[src/design/assert_macros.svh]
// Assertion macros used by the stencil top-level RTL.
// Clocked properties with a synchronous active-low reset as the disable term.
`ifndef ASSERT_MACROS_SVH
`define ASSERT_MACROS_SVH

// Same-cycle implication.
`define ASSERT_IMP(lbl, clk, rst_n, ante, cons, msg) \
  lbl: assert property (@(posedge clk) disable iff (!rst_n) (ante) |-> (cons)) \
    else $error(msg);

// Next-cycle implication.
`define ASSERT_NXT(lbl, clk, rst_n, ante, cons, msg) \
  lbl: assert property (@(posedge clk) disable iff (!rst_n) (ante) |=> (cons)) \
    else $error(msg);

`endif

[src/design/fps_pkg.sv]
// Shared constants and types for the five-point stencil block.
// No dependencies; used by every module of the block.
package fps_pkg;

  localparam int MAX_COLS_DEF    = 1024;
  localparam int SAMPLE_BITS_DEF = 32;

  localparam int GRID_COLS_W = 11;
  localparam int LIMIT_W     = 10;
  localparam int ROW_W       = 11;
  localparam int FRAC_BITS   = 16;
  localparam int RECIP_K_W   = 14;
  localparam int CFG_IDX_W   = 2;
  localparam int CFG_DATA_W  = 11;
  localparam int MIN_COLS    = 3;

  // round(65536 / 5.5)
  localparam logic [RECIP_K_W-1:0] RECIP_K = 14'd11916;

  localparam logic [ROW_W-1:0]       ROW_MAX       = '1;
  localparam logic [GRID_COLS_W-1:0] GRID_COLS_RST = 11'd1024;
  localparam logic [LIMIT_W-1:0]     LIMIT_RST     = 10'd1023;

  typedef enum logic [CFG_IDX_W-1:0] {
    REG_GRID_COLS = 2'd0,
    REG_ROW_LIMIT = 2'd1,
    REG_COL_LIMIT = 2'd2
  } cfg_reg_t;

  typedef struct packed {
    logic               valid;
    logic [LIMIT_W-1:0] row;
    logic [LIMIT_W-1:0] col;
  } fps_meta_t;

endpackage

[src/design/fps_arith.sv]
// Stencil arithmetic chain: neighbor sum, scale by 1/5.5, round and saturate.
// Sum and split-product register stages advance together on adv. Depends on fps_pkg.
module fps_arith import fps_pkg::*; #(
  parameter int SAMPLE_BITS = SAMPLE_BITS_DEF
) (
  input  logic                          clk,
  input  logic                          rst_n,
  input  logic                          adv,
  input  fps_meta_t                     in_meta,
  input  logic signed [SAMPLE_BITS-1:0] up,
  input  logic signed [SAMPLE_BITS-1:0] down,
  input  logic signed [SAMPLE_BITS-1:0] left,
  input  logic signed [SAMPLE_BITS-1:0] right,
  output fps_meta_t                     out_meta,
  output logic signed [SAMPLE_BITS-1:0] result
);

  localparam int SW  = (SAMPLE_BITS > FRAC_BITS) ? SAMPLE_BITS + 2 : FRAC_BITS + 2;
  localparam int HW  = SW - FRAC_BITS;
  localparam int PHW = HW + RECIP_K_W + 1;
  localparam int PLW = FRAC_BITS + RECIP_K_W;
  localparam int FQW = PLW - FRAC_BITS + 1;
  localparam logic signed [RECIP_K_W:0] K_S = {1'b0, RECIP_K};
  localparam logic [PLW:0] RND = (PLW + 1)'(1) << (FRAC_BITS - 1);
  localparam logic [SAMPLE_BITS-1:0] SAT_MAX = {1'b0, {(SAMPLE_BITS - 1){1'b1}}};
  localparam logic [SAMPLE_BITS-1:0] SAT_MIN = {1'b1, {(SAMPLE_BITS - 1){1'b0}}};

  logic signed [SW-1:0]  sum_nxt, sum_r;
  logic signed [PHW-1:0] ph_nxt, ph_r;
  logic [PLW-1:0]        pl_nxt, pl_r;
  fps_meta_t             m2_r, m3_r;
  logic [PLW:0]          pl_rnd;
  logic [FQW-1:0]        frac_q;
  logic signed [SW-1:0]  q;
  logic [SW-SAMPLE_BITS:0] q_top;

  assign sum_nxt = SW'(up) + SW'(down) + SW'(left) + SW'(right);

  // S*K split at the binary point: hi part signed, lo part 16 unsigned bits
  assign ph_nxt = $signed(sum_r[SW-1:FRAC_BITS]) * K_S;
  assign pl_nxt = sum_r[FRAC_BITS-1:0] * RECIP_K;

  always_ff @(posedge clk) begin
    if (!rst_n) begin
      m2_r.valid <= 1'b0;
      m3_r.valid <= 1'b0;
    end else if (adv) begin
      m2_r    <= in_meta;
      m3_r    <= m2_r;
      sum_r   <= sum_nxt;
      ph_r    <= ph_nxt;
      pl_r    <= pl_nxt;
    end
  end

  always_comb begin
    pl_rnd = {1'b0, pl_r} + RND;
    frac_q = pl_rnd[PLW:FRAC_BITS];
    q      = SW'(ph_r) + SW'($signed({1'b0, frac_q}));
    q_top  = q[SW-1:SAMPLE_BITS-1];
    if ((&q_top) || !(|q_top)) begin
      result = q[SAMPLE_BITS-1:0];
    end else if (q[SW-1]) begin
      result = SAT_MIN;
    end else begin
      result = SAT_MAX;
    end
  end

  assign out_meta = m3_r;

endmodule

[config.mk]
export PLATFORM = sky130hd
export DESIGN_NAME = fps_arith
export DESIGN_NICKNAME = d
export VERILOG_FILES = /design/src/design/assert_macros.svh /design/src/design/fps_pkg.sv /design/src/design/fps_arith.sv
export SDC_FILE = /design/constraint.sdc
export NUM_CORES = 1
export LEC_CHECK = 0
export ABC_AREA = 1
export BUFFER_PORTS_ARGS = -buffer_cell sky130_fd_sc_hd__buf_2
export CAP_MARGIN = 10
export CORE_MARGIN = 2
export CORE_UTILIZATION = 61
export DETAILED_ROUTE_END_ITERATION = 8
export PLACE_DENSITY = 0.83
export SKIP_CTS_REPAIR_TIMING = 1
export SLEW_MARGIN = 5
export SYNTH_ARGS = -nofsm -noshare
export SYNTH_HDL_FRONTEND = slang
export SYNTH_SLANG_ARGS = --single-unit
[constraint.sdc]
create_clock -name clk -period 5.62 [get_ports clk]
set_clock_uncertainty 0.05 [all_clocks]
set_input_delay 0.281 -clock clk [delete_from_list [all_inputs] [get_ports clk]]
set_output_delay 0.281 -clock clk [all_outputs]
set_load 0.1 [all_outputs]
==> summary.txt, run 1 <==
GRT
  • Antenna violations before repair: 0
  • Total GRT Usage: between 20% and 30%
  • Total congestion overflow: 0
  • Vias in the first global route: ~14000
  • Most Crowded Layer GR: met2
  • GRT met2 Usage: roughly half
  • GR Util met3: roughly 3.2%
  • Largest net degree at the start of global routing: 76
  • Met1 GRT Util: approximately 36%
  • First-pass GRT wire length: roughly 68000 microns

Floorplanning
  • DIE AREA: 29800 sq um
  • Num rows: 61
  • Starting Density: between 60% and 70%
  • Die X: approximately 170 microns
  • Ports: between 200 and 250
  • Core ar.: between 20000 and 30000 sq um
  • Die height: 173 microns

Hold path
  • Hold Path Origin: in_meta[20]
  • Worst Hold Endpoint: m2_r[20]
  • Hold Path Class: in2reg
  • WHS Path Cells: 3

Logic synthesis
  • Top_reg_cell synth: edfxtp_1
  • Cell taking the most area after synthesis: fa_1
  • Synth warn: 0
  • Compound-gate portion of the synthesized area: under 10%
  • Syn Nets: 2558
  • XOR/XNOR Fraction of Synth Area: around 4.7%
  • Number of flops mapped to enable cells by yosys: 120
  • Top cell type's share of synthesized area: 23.9%
  • Cell variety after synth: 39
  • Mux cell area share after synthesis: 0%
  • Post-synthesis async set-or-reset flop share: 0%
  • Most frequent cell after synthesis: inv_1
  • Flops & latches, synth: 122
  • Main combinational cell family by area after synthesis: adder cells
  • Commonest cells in the netlist: inv_1 (389), nand2_1 (377), ha_1 (258)
  • Netlist Area Pre-Place: around 17000 sq um
  • Simple-gate share of the synthesized area: between 10% and 20%
  • Adder-cell area share of the yosys netlist: approximately 43%
  • Post-synthesis average cell area: approximately 8.9 sq um
  • Largest cells by area after synthesis: fa_1 (24%), edfxtp_1 (21%), ha_1 (19%)
  • Seq/Total Area, Yosys: 21.0%
  • Syn Inst Count: 1941

Final layout
  • Final net count: approximately 2800
  • Synthesis-to-finish area growth: 12.9%
  • Share of layout cells above drive strength 1: about an eighth
  • Fillers: between 2000 and 2500
  • Ant. Diodes: 0

Placement
  • RD Place Congestion: ~0.92
  • DP Wirelength: approximately 35000 microns
  • IO buf count: 204

Setup path
  • Worst EP arrival: 5.13 ns
  • RR Startpoint: sum_r[33]
  • Startpoint Class: flop
  • Worst-path maximum fanout: 14
  • Bufs and invs on worst path: 5
  • Crit Reg-Reg Endpoint: ph_r[31]
  • CP Capture Type: flop
  • Slowest stage delay, CP: ~0.64 ns
  • Worst reg2reg setup slack: 0.62 ns
  • Critical-path top delay cell: edfxtp_1
  • Reg2Reg Depth: 20
  • WP data required: 5.75 ns
  • Worst path cell trace: buf_4, ha_1, xnor2_1, ha_1, fa_1, inv_1, fa_1, fa_1, inv_1, ha_1, nand2_1, inv_1, nand3_1, inv_1, a21oi_1, o21ai_0, a21oi_1, nand2_1, nand2_1, nand2_1
  • WS Path Type: reg2reg
  • Cell family with most CP delay: adder cells

Timing
  • Pins over their slew limit: 0
  • Final period util: about nine tenths
  • Tightest Pin Transition: around 0.9 ns
  • RSZ-0062 raised after global routing: false
  • Slew Limit Headroom: approximately 40%
  • Setup TNS: 0 ns
  • Final Critical Period: roughly 5.0 ns
  • Highest Clock Rate: between 150 and 200 MHz
  • Final hold viol count: 0
  • Final setup fails: 0

Status
  • Status: completed

CTS
  • H-tree Lvls: 4
  • Clock-pin slew on the worst setup and hold paths: 0.07 ns
  • TritonCTS buffer count: 17
  • TritonCTS clock tree: yes
  • Max clock buf depth: 2
  • Clock Root Buffer: clkbuf_16
  • Clock sinks: roughly 120
  • Clock Latency Late Sink: 0.42 ns

Routing
  • Via/cell ratio: roughly 5.3
  • WL final: about 42000 microns
  • Total number of vias: 13700
  • 1st-iter DRT viols: between 700 and 800
  • Drc violations: 0
  • Pre-antenna DRT Iters: 5
  • Routed wire length per instance: around 16 microns
  • Post-route ant nets: 0

Run
  • Max-cap violations: 0
-- sequential cells by signal, indices dropped and copies added (netlist names) --
signal and flops:
m2_r 21, out_meta 21, ph_r 31, pl_r 15, sum_r 34
-- cell usage in the layout, fill, tap and decap left out, types with 10 or more instances in the layout --
cell type | Yosys | routed
o21bai_1 | 11 | 11
nor2_1 | 109 | 109
dlygate4sd3_1 | 0 | 20
nor3_1 | 26 | 26
a21o_1 | 14 | 14
nor4_1 | 10 | 10
nand3_1 | 78 | 78
fa_1 | 207 | 207
a21oi_1 | 105 | 105
nand2_1 | 377 | 377
xnor2_1 | 15 | 15
inv_1 | 389 | 388
o21ai_0 | 53 | 53
xor2_1 | 78 | 78
nand4_1 | 19 | 19
clkbuf_16 | 0 | 17
nand2_2 | 19 | 19
buf_2 | 0 | 204
ha_1 | 258 | 258
edfxtp_1 | 120 | 120
-- metrics by stage --
step / std cells / hold slack [ns] / area [sq um] / utilization, % / setup slack (ns)
after global routing: 2570 / 0.0620 / 19600 / 70.3 / 0.187
after CTS: 2550 / -0.0389 / 19400 / 69.6 / 0.653
after floorplan: 1941 / 0.330 / 17300 / - / 1.01
after global placement: 2519 / 0.350 / 18800 / 67.4 / 0.688
after detailed placement: 2519 / 0.355 / 18800 / 67.4 / 0.708
final: 2570 / 0.0425 / 19600 / 70.3 / 0.616
-- worst max-delay path by stage --
stage / from / slack (ns) / end / depth (start not counted)
2_1_floorplan: sum_r[33] / 1.01 / ph_r[31] / 16
3_3_place_gp: sum_r[19] / 0.69 / ph_r[24] / 19
3_5_place_dp: sum_r[33] / 0.71 / ph_r[31] / 20
4_1_cts: pl_r[17] / 0.65 / result[0] / 23
5_1_grt: pl_r[19] / 0.19 / result[20] / 23
6_report: sum_r[33] / 0.62 / ph_r[31] / 20
-- cell families (layout without fill, tap and decap cells) --
kind of cell             count (synthesis)  count (layout)
XOR/XNOR                                93              93
flip-flops                             122             122
AO/OA/AOI/OAI                          204             204
buffers and inverters                  397             648
adder cells (fa/ha/maj)                465             465
AND/OR/NAND/NOR                        660             660
-- worst reg2reg max path, delay by kind of cell (launching register included) --
family | cells | cell delay [ns]
buffers and inverters | 5 | 0.53
XOR/XNOR | 1 | 0.22
flip-flops | 1 | 0.64
AO/OA/AOI/OAI | 3 | 0.39
adder cells (fa/ha/maj) | 6 | 2.56
AND/OR/NAND/NOR | 5 | 0.38
-- area by class of cell --
cell class / count / area (sq um) / share of cell area, %
clock buffer: 17 / 425 / 2.17
clock inverter: 14 / 173 / 0.882
tap: 378 / 473 / 2.42
timing repair buffer: 226 / 1240 / 6.31
inverter: 391 / 1470 / 7.51
sequential: 122 / 3640 / 18.6
multi-input combinational: 1422 / 12200 / 62.1
-- metal layers --
layer,vias up,part of all wire (%)
met4,0,2.4
met2,390,51
met1,6556,43
met3,69,3.9
li1,6717,-
met5,-,0
Power of run 1 is left out: the tool's default activity adds up to more than one toggle a clock period on the data nets, which glitch-free logic cannot reach.
==> inputs of run 2 (changes only) <==
==> constraint.sdc (replaced) <==
create_clock -name clk -period 5.62 [get_ports clk]
set_clock_uncertainty 0.05 [all_clocks]
set_input_delay 1.124 -clock clk [delete_from_list [all_inputs] [get_ports clk]]
set_output_delay 1.124 -clock clk [all_outputs]
set_load 0.1 [all_outputs]
==> run 2 against run 1 <==
Clock-buffer cell count grew 1. Highest routed layer unchanged. Core utilization grew 0.099 points. Critical endpoint is now result[26]. Register-to-register slack got worse by 0.05 ns. Sequential cell count did not move. Via count is 0.49% lower.
==> summary.txt, run 2 (synthesis gave the netlist of run 1 again) <==
Status
  • Status: completed (unchanged)

GRT
  • Total GRT Usage: 27.1% (was 28.3%)
  • Total congestion overflow: 0 (unchanged)
  • Vias in the first global route: 14400 (about the same)
  • Antenna violations before repair: 0 (unchanged)
  • First-pass GRT wire length: 66100 microns (was 68300 microns)
  • Largest net degree at the start of global routing: 83 (was 76)

Setup path
  • CP Capture Type: primary output (was flop)
  • Worst path cell trace: nand3_1, nor3_2, nand2_1, nor2_1, nand3_1, nor2_1, nand3_1, xnor2_1, ha_1, nand2_1, nand2_1, nand2_1, nand2_1, a21oi_1, nand2_2, nand2_1, nand2_1, nand2_2, nand2_2, nand2_4, nand2_1, nand2_1, buf_4 (was buf_4, ha_1, xnor2_1, ha_1, fa_1, inv_1, fa_1, fa_1, inv_1, ha_1, nand2_1, inv_1, nand3_1, inv_1, a21oi_1, o21ai_0, a21oi_1, nand2_1, nand2_1, nand2_1)
  • Cell family with most CP delay: simple AND/OR/NAND/NOR gates (was adder cells)
  • WS Path Type: reg2out (was reg2reg)
  • Worst-path maximum fanout: 8 (was 14)
  • CP most frequent cell: nand2_1
  • Worst EP arrival: 4.02 ns (was 5.13 ns)
  • WP data required: 4.45 ns (was 5.75 ns)
  • Startpoint Class: flop (unchanged)
  • Bufs and invs on worst path: 1 (was 5)
  • Slowest stage delay, CP: 0.39 ns (was 0.64 ns)
  • Critical-path top delay cell: edfxtp_1 (unchanged)

Floorplanning
  • Die X: 173 microns (unchanged)
  • Ports: 205 (unchanged)
  • Core ar.: 27900 sq um (unchanged)
  • DIE AREA: 29800 sq um (unchanged)
  • Num rows: 61 (unchanged)
  • Die height: 173 microns (unchanged)
  • Starting Density: 62.2% (unchanged)

Final layout
  • Largest Register: sum_r (unchanged)
  • Largest regs: sum_r (34), ph_r (31) (unchanged)
  • Final net count: 2782 (was 2797)
  • Synthesis-to-finish area growth: 13.1% (was 12.9%)
  • Multi-input logic area: 12200 sq um (about the same)
  • Share of layout cells above drive strength 1: 12.7% (was 12.4%)
  • Fillers: 2178 (was 2237)
  • Most frequent cells in the layout: inv_1 (388), nand2_1 (376), ha_1 (258), fa_1 (207), buf_2 (173) (was inv_1 (388), nand2_1 (377), ha_1 (258), fa_1 (207), buf_2 (204))
  • Fin area: 19600 sq um (about the same)
  • Core Util, Final: 70.4% (was 70.3%)
  • Max reg flops: 34 (unchanged)
  • Ant. Diodes: 0 (unchanged)
  • Storage element area: 3640 sq um (unchanged)
  • Commonest non-fill, non-tap cell in the layout: inv_1 (unchanged)

CTS
  • TritonCTS clock tree: yes (unchanged)
  • H-tree Lvls: 4 (unchanged)
  • Clock Latency Late Sink: 0.43 ns (was 0.42 ns)
  • Clock-pin slew on the worst setup and hold paths: 0.07 ns (about the same)
  • Clock sinks: 122 (unchanged)
  • Max clock buf depth: 2 (unchanged)
  • TritonCTS buffer count: 17 (unchanged)
  • Clock Root Buffer: clkbuf_16 (unchanged)

Placement
  • DP Wirelength: 33800 microns (was 35300 microns)
  • RD Place Congestion: 0.913 (was 0.918)
  • Cell Area, Placed: 18800 sq um (about the same)
  • IO buf count: 204 (unchanged)

Run
  • Max-cap violations: 0 (unchanged)

Hold path
  • Hold Path Class: reg2reg (was in2reg)

Routing
  • WL final: 39800 microns (was 41600 microns)
  • Via/cell ratio: 5.35 (was 5.34)
  • Total number of vias: 13700 (about the same)
  • Drc violations: 0 (unchanged)
  • Post-route ant nets: 0 (unchanged)
  • 1st-iter DRT viols: 765 (was 716)
  • Pre-antenna DRT Iters: 6 (was 5)
  • Routed wire length per instance: 15.6 microns (was 16.2 microns)

Timing
  • Final Critical Period: 5.19 ns (was 5.00 ns)
  • RSZ-0062 raised after global routing: false (unchanged)
  • Pins over their slew limit: 0 (unchanged)
  • Tightest Pin Transition: 0.960 ns (was 0.901 ns)
  • Final period util: 92.4% (was 89.0%)
  • Setup TNS: 0 ns (unchanged)
  • Highest Clock Rate: 193 MHz (was 200 MHz)
  • Final setup fails: 0 (unchanged)
  • Slew Limit Headroom: 36.0% (was 39.9%)
  • Final hold viol count: 0 (unchanged)
run 2: cell types whose count changed in the layout (fill, tap and decap cells not counted), moves of 2 or more:
cell	delta
buf_6	+20
dlygate4sd3_1	-20
clkinv_1	+2
clkinv_4	-2
clkinv_2	-2
nand2_4	+2
buf_2	-31
buf_4	+13
run 2: cell type report:
type / count / area share (%)
multi-input cells: 1425 / 62.3
flip-flops and latches: 122 / 18.6
inverters: 391 / 7.50
repair buffers: 208 / 6.14
well taps: 378 / 2.41
clock buffers: 18 / 2.19
clock inverters: 14 / 0.862
run 2: final timing paths:
check            endpoint  cells after the start       from  slack [ns]
max            result[26]                     23   pl_r[17]        0.43
min reg2reg  out_meta[11]                      0   m2_r[11]        0.37
max reg2reg      ph_r[31]                     16  sum_r[31]        0.57
min          out_meta[11]                      0   m2_r[11]        0.37
run 2: per-stage QoR:
stage	hold WS, ns	cells	worst slack (ns)
finish	0.367	2556	0.426
global placement	0.351	2520	0.670
detailed placement	0.356	2520	0.514
global route	0.366	2556	0.0370
CTS	0.370	2552	0.0543
floorplan	0.350	1941	0.570
run 2: layer usage:
layer / global-route usage, % / part of all wire [%] / up-vias
met1: 34.8 / 43 / 6448
met5: 0 / 0 / -
met4: 9.01 / 2.6 / 0
met3: 3.08 / 4.8 / 75
met2: 48.0 / 49 / 435
li1: - / - / 6707
Power of run 2 is left out for the same reason.
==> inputs of run 3 (changes only) <==
Settings changed: ABC_AREA 1 to not set.
==> run 3 against run 2 <==
Sequential cell count unchanged. Synthesized area is 7.4% lower. Core utilization grew 1.8 points. Final area fell by 4.6%. First-iteration DRC count shrank 23%. Highest routed layer unchanged.
==> summary.txt, run 3 <==
Final layout
  • Share of layout cells above drive strength 1: 18.9% (was 12.7%)
  • Fillers: 1731 (was 2178)
  • Final net count: 2360 (was 2782)
  • Multi-input logic area: 11500 sq um (was 12200 sq um)
  • Storage element area: 3640 sq um (unchanged)
  • Most frequent cells in the layout: inv_1 (287), ha_1 (257), fa_1 (207), buf_2 (174), edfxtp_1 (120) (was inv_1 (388), nand2_1 (376), ha_1 (258), fa_1 (207), buf_2 (173))
  • Ant. Diodes: 0 (unchanged)
  • Commonest non-fill, non-tap cell in the layout: inv_1 (unchanged)
  • Core Util, Final: 72.2% (was 70.4%)
  • Final Instance Count excl. Fillers: 2091 (was 2556)
  • Max reg flops: 34 (unchanged)
  • Largest Register: sum_r (unchanged)
  • Largest regs: sum_r (34), ph_r (31) (unchanged)
  • Synthesis-to-finish area growth: 16.6% (was 13.1%)

Setup path
  • CP Capture Type: primary output (unchanged)
  • Worst reg2reg setup slack: 0.23 ns (was 0.57 ns)
  • Worst EP arrival: 4.42 ns (was 4.02 ns)
  • WP data required: 4.45 ns (about the same)
  • Worst-path maximum fanout: 7 (was 8)
  • Worst Setup SP: pl_r[17] (unchanged)
  • RR Startpoint: sum_r[22] (was sum_r[31])
  • WS Path Type: reg2out (unchanged)
  • Startpoint Class: flop (unchanged)

GRT
  • Total GRT Usage: 25.4% (was 27.1%)
  • Largest net degree at the start of global routing: 63 (was 83)
  • Antenna violations before repair: 0 (unchanged)
  • First-pass GRT wire length: 56800 microns (was 66100 microns)
  • Total congestion overflow: 0 (unchanged)
  • Vias in the first global route: 12100 (was 14400)

Floorplanning
  • DIE AREA: 27600 sq um (was 29800 sq um)
  • Num rows: 59 (was 61)
  • Core ar.: 25900 sq um (was 27900 sq um)
  • Starting Density: 61.9% (was 62.2%)
  • Die height: 166 microns (was 173 microns)
  • Ports: 205 (unchanged)
  • Die X: 166 microns (was 173 microns)

Routing
  • 1st-iter DRT viols: 586 (was 765)
  • Total number of vias: 11600 (was 13700)
  • Via/cell ratio: 5.53 (was 5.35)
  • Pre-antenna DRT Iters: 4 (was 6)
  • Routed wire length per instance: 17.1 microns (was 15.6 microns)
  • WL final: 35700 microns (was 39800 microns)
  • Post-route ant nets: 0 (unchanged)
  • Drc violations: 0 (unchanged)

Logic synthesis
  • Top cell type's share of synthesized area: 25.8% (was 23.9%)
  • Cell variety after synth: 66 (was 39)
  • Commonest cells in the netlist: inv_1 (288), ha_1 (258), fa_1 (207) (was inv_1 (389), nand2_1 (377), ha_1 (258))
  • Post-synthesis async set-or-reset flop share: 0% (unchanged)
  • Largest cells by area after synthesis: fa_1 (26%), edfxtp_1 (22%), ha_1 (20%) (was fa_1 (24%), edfxtp_1 (21%), ha_1 (19%))
  • Top_reg_cell synth: edfxtp_1 (unchanged)
  • Flops & latches, synth: 122 (unchanged)
  • Most frequent cell after synthesis: inv_1 (unchanged)
  • Synth warn: 0 (unchanged)
  • Syn Inst Count: 1494 (was 1941)
  • Syn Nets: 2111 (was 2558)
  • Netlist Area Pre-Place: 16000 sq um (was 17300 sq um)
  • Number of flops mapped to enable cells by yosys: 120 (unchanged)
  • Cell taking the most area after synthesis: fa_1 (unchanged)
  • Post-synthesis average cell area: 10.7 sq um (was 8.93 sq um)
  • Seq/Total Area, Yosys: 22.7% (was 21.0%)

Timing
  • Final period util: 99.6% (was 92.4%)
  • Tightest Pin Transition: 0.764 ns (was 0.960 ns)
  • Fin worst setup slack: 0.0216 ns (was 0.426 ns)
  • Slew Limit Headroom: 49.1% (was 36.0%)
  • Final hold viol count: 0 (unchanged)
  • Highest Clock Rate: 179 MHz (was 193 MHz)
  • Pins over their slew limit: 0 (unchanged)
  • Final Critical Period: 5.60 ns (was 5.19 ns)
  • Final setup fails: 0 (unchanged)
  • Worst hold slack: 0.365 ns (was 0.367 ns)

CTS
  • Clock sinks: 122 (unchanged)
  • TritonCTS clock tree: yes (unchanged)
  • Clock Root Buffer: clkbuf_16 (unchanged)
  • H-tree Lvls: 4 (unchanged)
  • TritonCTS buffer count: 17 (unchanged)
  • Clock-pin slew on the worst setup and hold paths: 0.07 ns (about the same)
  • Clock Latency Late Sink: 0.43 ns (about the same)
  • Max clock buf depth: 2 (unchanged)

Placement
  • RD Place Congestion: 0.872 (was 0.913)
  • Inst Count DP: 2030 (was 2520)
  • IO buf count: 204 (unchanged)
  • Dpl ws: 0.0120 ns (was 0.514 ns)
  • DP Wirelength: 28200 microns (was 33800 microns)

Hold path
  • Hold Path Origin: m2_r[12] (was m2_r[11])
  • Hold Path Class: reg2reg (unchanged)

Status
  • Status: completed (unchanged)

Run
  • Max-cap violations: 0 (unchanged)
-- run 3: cell count changes after synthesis, sizes merged, moves of 10 or more --
| cell | change |
|---|---|
| nand3 | -39 |
| a21oi | -39 |
| inv | -103 |
| nand4 | -10 |
| a211oi | +14 |
| xnor2 | +50 |
| a21o | +19 |
| xor2 | -35 |
| nor2 | -55 |
| o21ai | +17 |
| nor3 | -10 |
| and3 | +16 |
| nand2 | -345 |
-- run 3: area by class of cell --
| class | instances | share of cell area (%) |
|---|---|---|
| inverters | 288 | 5.78 |
| clock buffers | 17 | 2.27 |
| well taps | 335 | 2.24 |
| clock inverters | 15 | 0.823 |
| repair buffers | 241 | 8.16 |
| multi-input cells | 1073 | 61.2 |
| flip-flops and latches | 122 | 19.5 |
-- run 3: cell families (layout without fill, tap and decap cells) --
family,after synthesis,in the layout,share of synthesized area [%]
and+or+nand+nor,239,239,7.31
AOI/OAI and AO/OA,255,256,10.6
DFF,122,122,22.7
buffers and inverters,300,561,7.17
muxes,5,5,0.343
adders and majority gates,465,465,45.9
xor gates and xnor gates,108,108,5.89
-- run 3: routing by layer --
metal	vias up	routed length, microns	global-route usage, %
met1	5582	15400	33.4
met4	0	735	6.62
met2	363	17700	43.4
met3	51	1870	5.03
li1	5575	-	-
met5	-	0	0
-- run 3: worst paths after layout --
check	to	cells after the start
setup / recovery	result[23]	16
hold / removal	out_meta[12]	0
setup reg to reg	ph_r[29]	16
hold reg to reg	out_meta[12]	0
-- run 3: metrics by stage --
step	TNS, ns	area [sq um]
after global placement	0	17500
after CTS	-9.99	18100
final	0	18700
after global routing	-4.09	18700
after detailed placement	0	17500
after floorplan	-3.57	16100
-- run 3: worst max-delay path, stage by stage (launching register included) --
cell and delay, ns:
edfxtp_1 0.41, and3_4 0.21, and3_4 0.20, nand3_1 0.09, xnor2_1 0.20, ha_1 0.34
a2111oi_4 0.45, o21ai_2 0.12, a311o_2 0.44, a21oi_4 0.20, o22ai_4 0.12, mux2_4 0.33
a211oi_4 0.29, buf_6 0.18, buf_6 0.13, o21ai_1 0.09, buf_6 0.20
Power of run 3 is left out for the same reason.
